==> src/rrqq_pkg.sv <==
// ============================================================================
// rrqq_pkg
// Types and constants shared by the round-robin quantum queue modules.
// ============================================================================
package rrqq_pkg;

    // Field widths fixed by the transaction format
    localparam int BURST_W   = 16;
    localparam int QUANTUM_W = 16;
    localparam int JOBCNT_W  = 5;

    // Quantum after reset
    localparam logic [QUANTUM_W-1:0] QUANTUM_RESET = 16'd20;

    // Item kind codes
    localparam logic KIND_INSERT  = 1'b0;
    localparam logic KIND_EXECUTE = 1'b1;

    // Result status codes
    typedef enum logic [2:0] {
        ST_INSERTED = 3'd0,
        ST_REJECTED = 3'd1,
        ST_FINISHED = 3'd2,
        ST_REQUEUED = 3'd3,
        ST_EMPTY    = 3'd4
    } t_status;

    // Input transaction
    typedef struct packed {
        logic               kind;
        logic [BURST_W-1:0] burst;
    } t_in_item;

    // Result transaction
    typedef struct packed {
        t_status             status;
        logic [BURST_W-1:0]  front_value;
        logic [BURST_W-1:0]  rear_value;
        logic [JOBCNT_W-1:0] job_count;
    } t_out_item;

    // Controller to datapath commands
    typedef struct packed {
        logic    push_in;   // append the incoming burst at the rear
        logic    pop;       // remove the front job, charge one quantum
        logic    settle;    // finish or requeue the popped job
        logic    load_out;  // capture the result transaction
        t_status status;    // status carried by the captured result
    } t_dp_cmd;

    // Datapath to controller status
    typedef struct packed {
        logic full;
        logic empty;
        logic requeue;      // popped job still has time left
    } t_dp_sts;

endpackage

==> src/round_robin_quantum_queue_top.sv <==
// Insert and rejected or empty transactions: result valid is raised after the result state.
// Execute on a nonempty queue: the settle state comes before the result state; settle
// waits on the registered job memory read of the next front entry.
// A new transaction is not taken until the controller is back in the idle state.
// Reset clears pointers, occupancy and result valid, and loads quantum with 20;
// the job memory is not cleared.
// ============================================================================
// round_robin_quantum_queue_top
// Round-robin job queue that charges the front job one time quantum per execute
// and requeues it at the rear until its burst is used up.
// ============================================================================
module round_robin_quantum_queue_top #(
    parameter int QUEUE_DEPTH = 16
) (
    input  logic                           i_clk,
    input  logic                           i_rst_n,
    input  logic                           i_in_valid,
    output logic                           o_in_ready,
    input  rrqq_pkg::t_in_item             i_in_item,
    output logic                           o_out_valid,
    input  logic                           i_out_ready,
    output rrqq_pkg::t_out_item            o_out_item,
    input  logic                           i_cfg_we,
    input  logic [rrqq_pkg::QUANTUM_W-1:0] i_cfg_data
);

    rrqq_pkg::t_dp_cmd cmd;
    rrqq_pkg::t_dp_sts sts;

    // Sequencer
    rrqq_ctrl u_ctrl (
        .i_clk       (i_clk),
        .i_rst_n     (i_rst_n),
        .i_in_valid  (i_in_valid),
        .o_in_ready  (o_in_ready),
        .i_kind      (i_in_item.kind),
        .o_out_valid (o_out_valid),
        .i_out_ready (i_out_ready),
        .o_cmd       (cmd),
        .i_sts       (sts)
    );

    // Queue storage and arithmetic
    rrqq_datapath #(
        .QUEUE_DEPTH (QUEUE_DEPTH)
    ) u_datapath (
        .i_clk      (i_clk),
        .i_rst_n    (i_rst_n),
        .i_cmd      (cmd),
        .o_sts      (sts),
        .i_burst    (i_in_item.burst),
        .i_cfg_we   (i_cfg_we),
        .i_cfg_data (i_cfg_data),
        .o_out_item (o_out_item)
    );

endmodule

==> src/rrqq_datapath.sv <==
// ============================================================================
// rrqq_datapath
// Job memory, queue pointers, occupancy, cached front and rear values,
// quantum register, quantum subtract and the result register.
// ============================================================================
module rrqq_datapath #(
    parameter int QUEUE_DEPTH = 16
) (
    input  logic                                i_clk,
    input  logic                                i_rst_n,
    input  rrqq_pkg::t_dp_cmd                   i_cmd,
    output rrqq_pkg::t_dp_sts                   o_sts,
    input  logic [rrqq_pkg::BURST_W-1:0]        i_burst,
    input  logic                                i_cfg_we,
    input  logic [rrqq_pkg::QUANTUM_W-1:0]      i_cfg_data,
    output rrqq_pkg::t_out_item                 o_out_item
);

    localparam int PTR_W = (QUEUE_DEPTH > 1) ? $clog2(QUEUE_DEPTH) : 1;
    localparam int CNT_W = $clog2(QUEUE_DEPTH + 1);
    localparam int BW    = rrqq_pkg::BURST_W;
    localparam int JW    = rrqq_pkg::JOBCNT_W;

    localparam logic [PTR_W-1:0] PTR_LAST = PTR_W'(QUEUE_DEPTH - 1);
    localparam logic [CNT_W-1:0] CNT_FULL = CNT_W'(QUEUE_DEPTH);

    // Job memory
    logic [BW-1:0] r_mem [QUEUE_DEPTH];
    logic [BW-1:0] r_rd_data;

    // Control state
    logic [PTR_W-1:0] r_front_ptr, n_front_ptr;
    logic [PTR_W-1:0] r_rear_ptr,  n_rear_ptr;
    logic [CNT_W-1:0] r_count,     n_count;
    logic [rrqq_pkg::QUANTUM_W-1:0] r_quantum;

    // Payload state
    logic [BW-1:0] r_front_val, n_front_val;
    logic [BW-1:0] r_rear_val,  n_rear_val;
    logic [BW-1:0] r_diff;
    logic          r_requeue;
    rrqq_pkg::t_out_item r_out_item;

    logic          wr_en;
    logic [BW-1:0] wr_data;
    logic [PTR_W-1:0] front_next;
    logic [PTR_W-1:0] rear_next;
    logic             cnt_zero;
    logic [CNT_W+JW-1:0] cnt_ext;

    // Pointer wrap
    assign front_next = (r_front_ptr == PTR_LAST) ? '0 : r_front_ptr + PTR_W'(1);
    assign rear_next  = (r_rear_ptr  == PTR_LAST) ? '0 : r_rear_ptr  + PTR_W'(1);
    assign cnt_zero   = (r_count == '0);

    // Status to controller
    assign o_sts.full    = (r_count == CNT_FULL);
    assign o_sts.empty   = cnt_zero;
    assign o_sts.requeue = r_requeue;

    // Rear write: new job or requeued remainder
    assign wr_en   = i_cmd.push_in || (i_cmd.settle && r_requeue);
    assign wr_data = i_cmd.push_in ? i_burst : r_diff;

    // Memory write port and registered read of the next front entry
    always_ff @(posedge i_clk) begin
        if (wr_en) begin
            r_mem[r_rear_ptr] <= wr_data;
        end
        if (i_cmd.pop) begin
            r_rd_data <= r_mem[front_next];
        end
    end

    // Next pointers, count and cached end values
    always_comb begin
        n_front_ptr = r_front_ptr;
        n_rear_ptr  = r_rear_ptr;
        n_count     = r_count;
        n_front_val = r_front_val;
        n_rear_val  = r_rear_val;
        if (wr_en) begin
            n_rear_ptr = rear_next;
            n_count    = r_count + CNT_W'(1);
            n_rear_val = wr_data;
        end
        if (i_cmd.push_in && cnt_zero) begin
            n_front_val = i_burst;
        end
        if (i_cmd.pop) begin
            n_front_ptr = front_next;
            n_count     = r_count - CNT_W'(1);
        end
        if (i_cmd.settle) begin
            if (!cnt_zero) begin
                n_front_val = r_rd_data;
            end else if (r_requeue) begin
                n_front_val = r_diff;
            end
        end
    end

    // Hold control registers
    always_ff @(posedge i_clk) begin
        if (!i_rst_n) begin
            r_front_ptr <= '0;
            r_rear_ptr  <= '0;
            r_count     <= '0;
            r_quantum   <= rrqq_pkg::QUANTUM_RESET;
        end else begin
            r_front_ptr <= n_front_ptr;
            r_rear_ptr  <= n_rear_ptr;
            r_count     <= n_count;
            if (i_cfg_we) begin
                r_quantum <= i_cfg_data;
            end
        end
    end

    // Charge one quantum to the popped job
    always_ff @(posedge i_clk) begin
        r_front_val <= n_front_val;
        r_rear_val  <= n_rear_val;
        if (i_cmd.pop) begin
            r_requeue <= (r_front_val > r_quantum);
            r_diff    <= r_front_val - r_quantum;
        end
    end

    // Capture the result transaction
    assign cnt_ext = {{JW{1'b0}}, r_count};

    always_ff @(posedge i_clk) begin
        if (i_cmd.load_out) begin
            r_out_item.status      <= i_cmd.status;
            r_out_item.front_value <= cnt_zero ? '0 : r_front_val;
            r_out_item.rear_value  <= cnt_zero ? '0 : r_rear_val;
            r_out_item.job_count   <= cnt_ext[JW-1:0];
        end
    end

    assign o_out_item = r_out_item;

    // Occupancy never exceeds the queue depth
    a_count_bound: assert property (@(posedge i_clk) disable iff (!i_rst_n)
        r_count <= CNT_FULL)
        else $error("occupancy above queue depth");

    // A new job raises the occupancy by one
    a_push_count: assert property (@(posedge i_clk) disable iff (!i_rst_n)
        i_cmd.push_in |=> r_count == $past(r_count) + CNT_W'(1))
        else $error("insert did not raise occupancy");

    // Pointers stay consistent with occupancy
    a_ptr_match: assert property (@(posedge i_clk) disable iff (!i_rst_n)
        (cnt_zero || o_sts.full) |-> r_front_ptr == r_rear_ptr)
        else $error("pointers disagree with occupancy");

endmodule

==> src/rrqq_ctrl.sv <==
// ============================================================================
// rrqq_ctrl
// Sequencer for the queue: handshakes, operation decode and result timing.
// ============================================================================
module rrqq_ctrl (
    input  logic              i_clk,
    input  logic              i_rst_n,
    input  logic              i_in_valid,
    output logic              o_in_ready,
    input  logic              i_kind,
    output logic              o_out_valid,
    input  logic              i_out_ready,
    output rrqq_pkg::t_dp_cmd o_cmd,
    input  rrqq_pkg::t_dp_sts i_sts
);

    typedef enum logic [1:0] {
        S_IDLE,
        S_SETTLE,
        S_RESULT
    } t_state;

    t_state            r_state, n_state;
    rrqq_pkg::t_status r_status, n_status;
    logic              r_out_valid, n_out_valid;
    logic              accept;
    rrqq_pkg::t_dp_cmd cmd;

    // Take a transaction only when idle and the result register frees up
    assign o_in_ready = (r_state == S_IDLE) && (!r_out_valid || i_out_ready);
    assign accept     = i_in_valid && o_in_ready;

    // Decode commands and next state
    always_comb begin
        n_state       = r_state;
        n_status      = r_status;
        n_out_valid   = r_out_valid;
        cmd.push_in   = 1'b0;
        cmd.pop       = 1'b0;
        cmd.settle    = 1'b0;
        cmd.load_out  = 1'b0;
        cmd.status    = r_status;
        if (r_out_valid && i_out_ready) begin
            n_out_valid = 1'b0;
        end
        case (r_state)
            S_IDLE: begin
                if (accept) begin
                    n_state = S_RESULT;
                    if (i_kind == rrqq_pkg::KIND_INSERT) begin
                        if (i_sts.full) begin
                            n_status = rrqq_pkg::ST_REJECTED;
                        end else begin
                            cmd.push_in = 1'b1;
                            n_status    = rrqq_pkg::ST_INSERTED;
                        end
                    end else begin
                        if (i_sts.empty) begin
                            n_status = rrqq_pkg::ST_EMPTY;
                        end else begin
                            cmd.pop = 1'b1;
                            n_state = S_SETTLE;
                        end
                    end
                end
            end
            S_SETTLE: begin
                cmd.settle = 1'b1;
                n_status   = i_sts.requeue ? rrqq_pkg::ST_REQUEUED : rrqq_pkg::ST_FINISHED;
                n_state    = S_RESULT;
            end
            S_RESULT: begin
                cmd.load_out = 1'b1;
                n_out_valid  = 1'b1;
                n_state      = S_IDLE;
            end
            default: begin
                n_state = S_IDLE;
            end
        endcase
    end

    // Hold state and registered outputs
    always_ff @(posedge i_clk) begin
        if (!i_rst_n) begin
            r_state     <= S_IDLE;
            r_status    <= rrqq_pkg::ST_INSERTED;
            r_out_valid <= 1'b0;
        end else begin
            r_state     <= n_state;
            r_status    <= n_status;
            r_out_valid <= n_out_valid;
        end
    end

    assign o_cmd       = cmd;
    assign o_out_valid = r_out_valid;

    // The result register is free whenever a result is captured
    a_result_free: assert property (@(posedge i_clk) disable iff (!i_rst_n)
        (r_state == S_RESULT) |-> !r_out_valid)
        else $error("result captured over a pending transaction");

    // Settle only follows a pop of a nonempty queue
    a_settle_after_pop: assert property (@(posedge i_clk) disable iff (!i_rst_n)
        (r_state == S_SETTLE) |-> $past(cmd.pop))
        else $error("settle without a preceding pop");

    // A pop never hits an empty queue
    a_pop_nonempty: assert property (@(posedge i_clk) disable iff (!i_rst_n)
        cmd.pop |-> (!i_sts.empty && accept))
        else $error("pop on empty queue");

endmodule
==> config.mk <==
export PLATFORM = sky130hd
export DESIGN_NAME = round_robin_quantum_queue_top
export DESIGN_NICKNAME = d
export VERILOG_FILES = /design/src/rrqq_pkg.sv /design/src/round_robin_quantum_queue_top.sv /design/src/rrqq_datapath.sv /design/src/rrqq_ctrl.sv
export SDC_FILE = /design/constraint.sdc
export NUM_CORES = 1
export LEC_CHECK = 0
export BUFFER_PORTS_ARGS = -buffer_cell sky130_fd_sc_hd__buf_2
export CELL_PAD_IN_SITES_DETAIL_PLACEMENT = 1
export CELL_PAD_IN_SITES_GLOBAL_PLACEMENT = 1
export CORE_MARGIN = 5
export CORE_UTILIZATION = 42
export CTS_BUF_LIST = sky130_fd_sc_hd__clkbuf_16
export DETAILED_ROUTE_END_ITERATION = 7
export PLACE_DENSITY = 0.68
export SYNTH_ARGS = -nofsm -noshare
export SYNTH_HDL_FRONTEND = slang
export SYNTH_SLANG_ARGS = --single-unit
==> constraint.sdc <==
create_clock -name i_clk -period 2.8 [get_ports i_clk]
set_input_delay 0.14 -clock i_clk [delete_from_list [all_inputs] [get_ports i_clk]]
set_output_delay 0.14 -clock i_clk [all_outputs]
set_load 0.02 [all_outputs]
==> flow_summary_export.csv, run 1 <==
group,metric,value,unit
synthesis,yosysTopAreaCell,"edfxtp_1",
placed_design,hpwl,25800,um
synthesis,synth-edff-count,345,
critical_path,critPathMaxFanout,27,
route,via_count,9240,
die,core_area,38600,um^2
pwr,vdd.ir_drop.worst,443,uV
hold_path,hold_class,"input pin to register",
global_routing,grt_pass1_vias,9931,
placed_design,pre_cts_ws,-0.0102,ns
route,drc,0,
placed_design,io_buffer_count,79,
timing,setup_viol_count_final,0,
synthesis,synth.avg_cell_area,16.4,um^2
placed_design,gp_congestion,0.803,
synthesis,synth-async-reset-ratio,0,%
die,initial_core_util,42.3,%
timing,finalCritPeriodShare,91.6,%
clock_network,clkTransAtPathRegs,0.06,ns
critical_path,critPathLaunchType,"register",
route,vias_per_cell,5.43,
timing,period_needed,2.56,ns
die,fp.dieArea,42900,um^2
route,ant_nets,0,
status,status,"complete, no violations",
clock_network,cts-root-buf,"clkbuf_16",
critical_path,crit_required,3.09,ns
cells_and_area,final_common_cell,"edfxtp_1",
cells_and_area,layout.nets,1217,
clock_network,ctsHtreeMaxLevel,2,
critical_path,cp_data_arrival_time,2.85,ns
synthesis,syn_area,16300,um^2
clock_network,cts.sinks,396,
die,die_w,207,um
pwr,power_density,946,nW/um^2
pwr,p_sw_share,31.2,%
clock_network,worstSkewPairLatency,0.55,ns
synthesis,synth_fp_nets,1057,
cells_and_area,drive_above_1_share,24.6,%
global_routing,grt_max_degree,47,
die,io_pins,80,
timing,fmax,390,MHz
synthesis,syn_inst,993,
global_routing,grt_pass1_wl,62000,um
clock_network,cts_made_buffers,41,
timing,finalHoldViolCount,0,
timing,drv_slew,0,
placed_design,place_area,17600,um^2
synthesis,ys_ff_latch,396,
critical_path,r2r_slack,0.24,ns
die,num_rows,72,
synthesis,yosysWarningCount,0,
critical_path,cp-end-kind,"register",
cells_and_area,utilization,50.0,%
timing,layout_setup_ws,0.236,ns
pwr,power.switching,5700,uW
route,dr.pass1.iters,5,
pwr,p_leak,0.00670,uW
pwr,clock_power_share,28.6,%
synthesis,synth.area.top_cells,"edfxtp_1, mux4_2, dfxtp_1",
synthesis,synth_ff_type,"edfxtp_1",
synthesis,ys_seq_area_share,69.7,%
timing,tns,0,ns
critical_path,crit_type,"register to register",
route,wl_per_cell,23.9,um
synthesis,netlist.area_leader.share,63.5,%
pwr,internal_power,12500,uW
timing,grt_setup_unrepaired,"no",
run,cap_viol_max_count,0,
clock_network,cts_tree,"built",
cells_and_area,final_cell_mix,"edfxtp_1, buf_2, mux4_2",
global_routing,grt_overflow,0,
cells_and_area,final_area,19300,um^2
synthesis,ys_types,71,
die,fp.dieH,207,um
pwr,pwr-share-seq,43.2,%
global_routing,antenna_found_initial,0,
timing,tightest_slew,0.825,ns
route,drt-total-wl,40800,um
pwr,combPwrFrac,28.2,%
timing,slew_headroom,45.0,%
route,drt_iter0_markers,641,
clock_network,clk_path_buf_depth,3,
cells_and_area,area_growth,18.1,%
cells_and_area,diodes,0,
global_routing,grtUsageTotal,18.7,%
timing,finClkSkew,0.0183,ns
clock_network,post_cts_buffers,0,
## power by group through the flow
stage / logic (uW) / registers, uW / clock network [uW]
4_1_cts: 5160 / 7890 / 5310
6_report: 5130 / 7890 / 5210
3_3_place_gp: 4940 / 7990 / 0
5_1_grt: 5590 / 7940 / 5570
2_1_floorplan: 3320 / 8050 / 0
3_5_place_dp: 5080 / 8000 / 0
## flip-flops by register name, summed over array words and instances, names as in the netlist
signal                  cells
u_datapath.o_out_item      40
u_datapath.r_rear_val      16
u_datapath.r_requeue        1
u_datapath.r_front_ptr      4
u_ctrl.r_status             3
u_datapath.r_quantum       16
u_datapath.r_rear_ptr       4
u_datapath.r_front_val     16
u_datapath.r_mem          256
u_datapath.r_count          5
u_datapath.r_diff          16
u_ctrl.r_state              2
u_ctrl.o_out_valid          1
u_datapath.r_rd_data       16
## synth_stat cells, types with 24 or more instances
cell,instances
nand2_1,46
nor2_1,36
edfxtp_1,345
mux4_2,61
clkbuf_1,25
dfxtp_1,51
and2_1,45
a22oi_1,29
inv_1,32
a21oi_1,39
mux2i_1,37
ha_1,24
## repair_timing
action	4_1_cts	5_1_grt
endpoints found under the setup margin	1	41
hold buffers	36	0
endpoints found under the hold margin	35	0
gates resized for setup	1	5
## path summary, 6_finish.rpt
check,startpoint,endpoint,depth (start not counted)
setup / recovery,u_datapath.r_front_ptr[0],u_datapath.r_rd_data[6],7
setup reg to reg,u_datapath.r_front_ptr[0],u_datapath.r_rd_data[6],7
hold / removal,i_out_ready,u_ctrl.o_out_valid,4
hold reg to reg,u_ctrl.r_status[1],u_datapath.o_out_item[38],0
## worst max-delay path: stages, from the launching register on
cell,delay (ns)
dfxtp_1,0.38
ha_2,0.28
a31oi_4,0.22
buf_12,0.26
buf_4,0.22
mux4_2,0.52
a22oi_1,0.30
nand2_1,0.09
## per-stage QoR
stage	power [uW]	instances	hold WS, ns
after floorplan	11400	993	0.270
after global placement	12900	1592	0.367
after detailed placement	13100	1592	0.386
after CTS	18400	1702	0.0129
after global routing	19100	1702	0.0490
final	18200	1702	0.0187
## cell families after synthesis
kind of cell	count (synthesis)	share of synthesized area [%]
flops	396	69.7
simple gates	211	7.01
compound gates	155	6.68
mux	114	11.8
buf+inv	79	2.09
fa+ha+maj	26	2.08
xor+xnor	12	0.644
## layer usage
layer	vias up	share of wire, %	track usage, %
met3	63	3.9	2.92
met5	-	0	0
li1	4215	-	-
met4	0	2.5	4.95
met2	197	50	32.1
met1	4765	44	24.9
## area by class of cell
class | instances | area (um^2)
fill | 3699 | 19300
sequential | 396 | 11400
multi-input combinational | 518 | 4670
timing repair buffer | 163 | 1180
clock buffer | 41 | 1030
tap | 518 | 648
clock inverter | 33 | 255
inverter | 33 | 124
Power figures use the tool's default switching activity.
==> run 2, diff against run 1 <==
PLACE_DENSITY = 0.7   (was 0.68)
SYNTH_HIERARCHICAL = 1   (was default)
==> run 2 against run 1 <==
Synthesized area is 1.9% higher. Sequential share of layout area fell by 0.37 points. Highest routed layer unchanged. Fmax barely moved. Total power increased by 0.15%. Critical path depth unchanged. Synthesized cell count is 20% higher. Routed wire length is 9.7% higher. Clock skew increased by 0.0037 ns. Largest cell class unchanged. Global-route usage is 1.5 points higher.
==> flow_summary_export.csv, run 2 <==
group,metric,value,unit
synthesis,synth-async-reset-ratio,0,%
status,status,"complete, no violations",
timing,holdWs,0.117,ns
critical_path,cp-end-kind,"register",
synthesis,ys_ff_latch,396,
placed_design,io_buffer_count,79,
die,initial_core_util,42.2,%
pwr,vdd.ir_drop.worst,482,uV
pwr,power_density,941,nW/um^2
global_routing,grt_pass1_wl,68400,um
cells_and_area,multi_input_area,4770,um^2
cells_and_area,regArea,11400,um^2
synthesis,ys_seq_area_share,68.4,%
critical_path,critPathMaxFanout,13,
timing,finClkSkew,0.0220,ns
die,die_w,209,um
die,fp.dieArea,43700,um^2
route,drt-total-wl,44700,um
global_routing,grt_pass1_vias,11200,
cells_and_area,layout.nets,1397,
cells_and_area,area_growth,16.6,%
pwr,clock_power_share,29.3,%
pwr,internal_power,12400,uW
synthesis,yosysWarningCount,6,
cells_and_area,final_common_cell,"edfxtp_1",
synthesis,yosysMostFrequentCell,"edfxtp_1",
global_routing,grtUsageTotal,20.2,%
clock_network,cts_tree,"built",
die,core_area,39500,um^2
pwr,power.switching,5860,uW
clock_network,ctsHtreeMaxLevel,2,
hold_path,hold_class,"input pin to register",
route,wl_per_cell,23.6,um
global_routing,grt_overflow,0,
timing,period_needed,2.56,ns
synthesis,syn_inst,1193,
timing,layout_setup_ws,0.238,ns
critical_path,crit_family,"compound AO/OA/AOI/OAI gates",
critical_path,crit_required,3.09,ns
timing,drv_slew,0,
pwr,p_leak,0.00684,uW
synthesis,synth.area.top_cells,"edfxtp_1, dfxtp_1, nand2_1",
cells_and_area,largest_reg_flops,256,
route,vias_per_cell,5.55,
critical_path,critPathBufInv,2,
global_routing,antenna_found_initial,0,
placed_design,gp_congestion,0.826,
synthesis,synth.avg_cell_area,14.0,um^2
clock_network,cts-root-buf,"clkbuf_16",
route,dr.pass1.iters,5,
timing,grt_setup_unrepaired,"no",
route,via_count,10500,
synthesis,ys_types,67,
timing,setup_viol_count_final,0,
die,io_pins,80,
placed_design,pre_cts_ws,0.317,ns
clock_network,cts.sinks,396,
clock_network,clkTransAtPathRegs,0.06,ns
die,num_rows,73,
timing,fmax,390,MHz
route,drc,0,
timing,tns,0,ns
cells_and_area,final_cell_mix,"edfxtp_1, nand2_1, buf_2",
timing,slew_headroom,47.7,%
route,drt_iter0_markers,800,
synthesis,ys_top_cells_by_count,"edfxtp_1, nand2_1, nor2b_1, dfxtp_1, nor2_1",
synthesis,netlist.area_leader.share,62.2,%
clock_network,clk_path_buf_depth,3,
critical_path,path_common_cell,"buf_4",
synthesis,yosysTopAreaCell,"edfxtp_1",
critical_path,crit_type,"register to register",
cells_and_area,nFillCells,3938,
pwr,pwr-share-seq,42.9,%
cells_and_area,top_register,"u_datapath/r_mem",
synthesis,synth_ff_type,"edfxtp_1",
critical_path,max_stage_delay,0.62,ns
global_routing,grt_max_degree,53,
timing,tightest_slew,0.784,ns
pwr,p_sw_share,32.1,%
critical_path,crit_chain,"ha_4 -> nand3_4 -> buf_4 -> and2_1 -> a2111oi_0 -> nor4_1 -> buf_4",
cells_and_area,drive_above_1_share,19.1,%
placed_design,hpwl,28200,um
timing,finalHoldViolCount,0,
critical_path,slowest_stage,"a2111oi_0",
synthesis,syn_area,16600,um^2
run,cap_viol_max_count,0,
timing,finalCritPeriodShare,91.5,%
critical_path,cp_data_arrival_time,2.85,ns
route,ant_nets,0,
synthesis,synth_fp_nets,1257,
pwr,combPwrFrac,27.8,%
clock_network,worstSkewPairLatency,0.55,ns
clock_network,cts_made_buffers,41,
synthesis,synth-edff-count,345,
clock_network,cts_resized,0,
critical_path,critPathLaunchType,"register",
die,fp.dieH,209,um
[run 2: metal layers]
layer,vias up,share of wire (%),GRT usage [%]
met4,0,2.3,5.13
met3,72,5.4,3.29
met2,304,51,35.8
met1,5354,42,26.0
li1,4761,-,-
met5,-,0,0
[run 2: power groups by stage]
stage          Combinational (uW)  Sequential (uW)  Clock (uW)
2_1_floorplan                3430             7980           0
3_3_place_gp                 4870             7940           0
3_5_place_dp                 5000             7950           0
4_1_cts                      5090             7830        5460
5_1_grt                      5540             7890        5700
6_report                     5070             7840        5350
[run 2: path summary, 6_finish.rpt]
| path | start | endpoint | slack [ns] | cells past startpoint |
|---|---|---|---|---|
| setup / recovery | u_datapath/r_front_ptr[1] | u_datapath/r_rd_data[6] | 0.24 | 7 |
| hold / removal | i_rst_n | u_datapath/r_quantum[4] | 0.12 | 2 |
| setup reg to reg | u_datapath/r_front_ptr[1] | u_datapath/r_rd_data[6] | 0.24 | 7 |
| hold reg to reg | u_ctrl/r_status[0] | u_datapath/o_out_item[37] | 0.44 | 0 |
[run 2: logic make-up after synthesis]
group           after synthesis  share of synthesized area, %
buf+inv                     102                          3.28
flops                       396                          68.4
simple gates                360                          10.8
xor+xnor                     19                          1.00
fa+ha+maj                    26                          2.04
mux                          66                          5.16
compound gates              224                          9.35
[run 2: area by class of cell]
type	count	area share, %
clock buffers	41	5.29
diodes	1	0.0129
multi-input cells	695	24.6
inverters	33	0.645
flip-flops and latches	396	58.7
clock inverters	34	1.47
well taps	525	3.38
repair buffers	166	5.98
[run 2: timing repair]
action	in CTS	in global routing
hold buffers	35	0
hold endpoints to repair	36	0
buffers inserted	0	0
[run 2: through the flow]
| stage | power [uW] | instance area [um^2] | std cells | utilization [%] |
|---|---|---|---|---|
| after floorplan | 11400 | 16700 | 1193 | - |
| after global placement | 12800 | 17700 | 1780 | 45.0 |
| after detailed placement | 13000 | 17700 | 1780 | 45.0 |
| after CTS | 18400 | 19400 | 1890 | 49.2 |
| after global routing | 19100 | 19400 | 1890 | 49.2 |
| final | 18300 | 19400 | 1891 | 49.2 |
==> run 3, diff against run 2 <==
REMOVE_ABC_BUFFERS = 1   (was default)
==> run 3 against run 2 <==
Count of clock-buffer cells in the layout stayed put. Worst hold slack worse by 0.0023 ns. Setup slack worse by 0.024 ns. Register-to-register slack worse by 0.02 ns. Clock skew is 0.0059 ns lower. Routed wire length is 5.7% lower. Global-route usage is 1.3 points lower. Combinational power hardly changed. Critical endpoint is now u_datapath/r_mem[6][11]. Sequential power is 0.5% lower. Final cell count is 0.21% lower.
==> flow_summary_export.csv, run 3 (synthesized netlist as in run 2, its figures left out) <==
group,metric,value,unit
status,status,"complete, no violations",
cells_and_area,final_area,19300,um^2
clock_network,cts.sinks,396,
die,fp.dieH,209,um
timing,setup_viol_count_final,0,
critical_path,critPathBufInv,3,
clock_network,cts_resized,0,
global_routing,grt_pass1_vias,10700,
route,drt-total-wl,42100,um
global_routing,antenna_found_initial,1,
cells_and_area,regArea,11400,um^2
critical_path,reg2reg_to,"u_datapath/r_mem[6][11]",
clock_network,clk_path_buf_depth,3,
timing,slew_headroom,32.0,%
cells_and_area,area_growth,16.2,%
critical_path,cp-end-kind,"register",
route,drc,0,
critical_path,critPathMaxFanout,23,
cells_and_area,final_common_cell,"edfxtp_1",
clock_network,post_cts_buffers,0,
critical_path,critPathLaunchType,"register",
hold_path,min_to,"u_datapath/r_quantum[2]",
route,wl_per_cell,22.3,um
timing,layout_setup_ws,0.213,ns
die,num_rows,73,
critical_path,crit_chain,"nor2_2 -> and2_4 -> nand2_1 -> nor3_2 -> a21oi_2 -> clkinv_1 -> buf_4 -> nand2_1 -> nor2_1 -> and2_1 -> buf_4",
timing,fmax,387,MHz
cells_and_area,largest_reg_flops,256,
placed_design,gp_congestion,0.814,
critical_path,reg2reg_from,"u_ctrl/r_state[1]",
pwr,p_leak,0.00681,uW
hold_path,hold_class,"input pin to register",
placed_design,io_buffer_count,79,
hold_path,min_path_cells,3,
cells_and_area,diodes,0,
die,fp.dieArea,43700,um^2
global_routing,busiest_layer,"met2",
global_routing,grt_max_degree,71,
critical_path,rr_worst_depth,11,
global_routing,grtUsageTotal,18.9,%
cells_and_area,final_cell_mix,"edfxtp_1, nand2_1, buf_2",
global_routing,grt_pass1_wl,64400,um
critical_path,crit_required,3.02,ns
cells_and_area,layout.nets,1396,
critical_path,cp_data_arrival_time,2.81,ns
global_routing,grtUsageMet1,25.1,%
cells_and_area,nFillCells,3943,
critical_path,max_stage_delay,0.35,ns
cells_and_area,top_register,"u_datapath/r_mem",
die,io_pins,80,
clock_network,ctsHtreeMaxLevel,2,
die,initial_core_util,42.2,%
clock_network,cts_made_buffers,41,
timing,holdWs,0.115,ns
run,cap_viol_max_count,0,
clock_network,cts_hold_buf,36,
placed_design,pre_cts_ws,0.204,ns
route,ant_nets,0,
die,die_w,209,um
die,core_area,39500,um^2
global_routing,grt_overflow,0,
route,vias_per_cell,5.44,
critical_path,crit_family,"simple AND/OR/NAND/NOR gates",
timing,finClkSkew,0.0160,ns
timing,finalHoldViolCount,0,
clock_network,clkTransAtPathRegs,0.06,ns
timing,finalCritPeriodShare,92.4,%
timing,tightest_slew,1.02,ns
clock_network,cts-root-buf,"clkbuf_16",
route,drt_iter0_markers,666,
timing,grt_setup_unrepaired,"no",
clock_network,worstSkewPairLatency,0.55,ns
route,dr.pass1.iters,5,
global_routing,met3_usage,2.87,%
pwr,vdd.ir_drop.worst,383,uV
cells_and_area,drive_above_1_share,17.7,%
cells_and_area,multi_input_area,4750,um^2
timing,period_needed,2.59,ns
critical_path,crit_type,"register to register",
placed_design,place_area,17700,um^2
critical_path,slowest_stage,"dfxtp_1",
critical_path,r2r_slack,0.21,ns
clock_network,cts_tree,"built",
timing,drv_slew,0,
pwr,power_density,932,nW/um^2
global_routing,grt_use_met2,33.0,%
placed_design,hpwl,27300,um
route,via_count,10300,
hold_path,hold_start,"i_cfg_we",
run 3: where the power goes:
group | switching, uW | internal [uW] | leakage, uW
logic | 3260 | 1810 | 0.00260
registers | 291 | 7510 | 0.00355
clock network | 2220 | 2940 | 0.000655
total | 5770 | 12300 | 0.00681
run 3: area by class of cell:
type	count	share of cell area [%]
inverters	33	0.640
clock inverters	32	1.24
clock buffers	41	5.30
multi-input cells	695	24.6
repair buffers	165	6.04
flip-flops and latches	396	58.8
well taps	525	3.40
run 3: layer usage:
layer / vias to the layer above / wire length [um]
met1: 5276 / 18600
met3: 48 / 1580
met4: 2 / 701
li1: 4748 / -
met2: 196 / 21300
met5: - / 15
run 3: worst reg2reg max path, cell delays in order (launching register included):
cell      delay [ns]
dfxtp_1         0.35
nor2_2          0.18
and2_4          0.18
nand2_1         0.09
nor3_2          0.19
a21oi_2         0.08
clkinv_1        0.08
buf_4           0.33
nand2_1         0.12
nor2_1          0.23
and2_1          0.17
buf_4           0.26
run 3: worst max-delay path by stage:
stage                              start                 endpoint  depth (start not counted)  slack, ns
6_report               u_ctrl/r_state[1]  u_datapath/r_mem[6][11]                         11       0.21
5_1_grt            u_datapath/r_count[0]    u_datapath/r_count[4]                         12      0.002
4_1_cts            u_datapath/r_count[0]    u_datapath/r_count[4]                         10       0.19
3_5_place_dp   u_datapath/r_front_val[0]    u_datapath/r_diff[12]                          9       0.20
3_3_place_gp   u_datapath/r_front_ptr[0]  u_datapath/r_rd_data[4]                          7       0.32
2_1_floorplan      u_datapath/r_count[0]    u_datapath/r_count[4]                         12      -2.05
run 3: per-stage QoR:
stage / instances / utilization (%) / power [uW] / setup TNS (ns)
finish: 1887 / 49.0 / 18000 / 0
global route: 1887 / 49.0 / 18900 / 0
CTS: 1887 / 49.0 / 18200 / 0
detailed placement: 1778 / 44.9 / 12900 / 0
global placement: 1778 / 44.9 / 12800 / 0
floorplan: 1124 / - / 11100 / -298.08
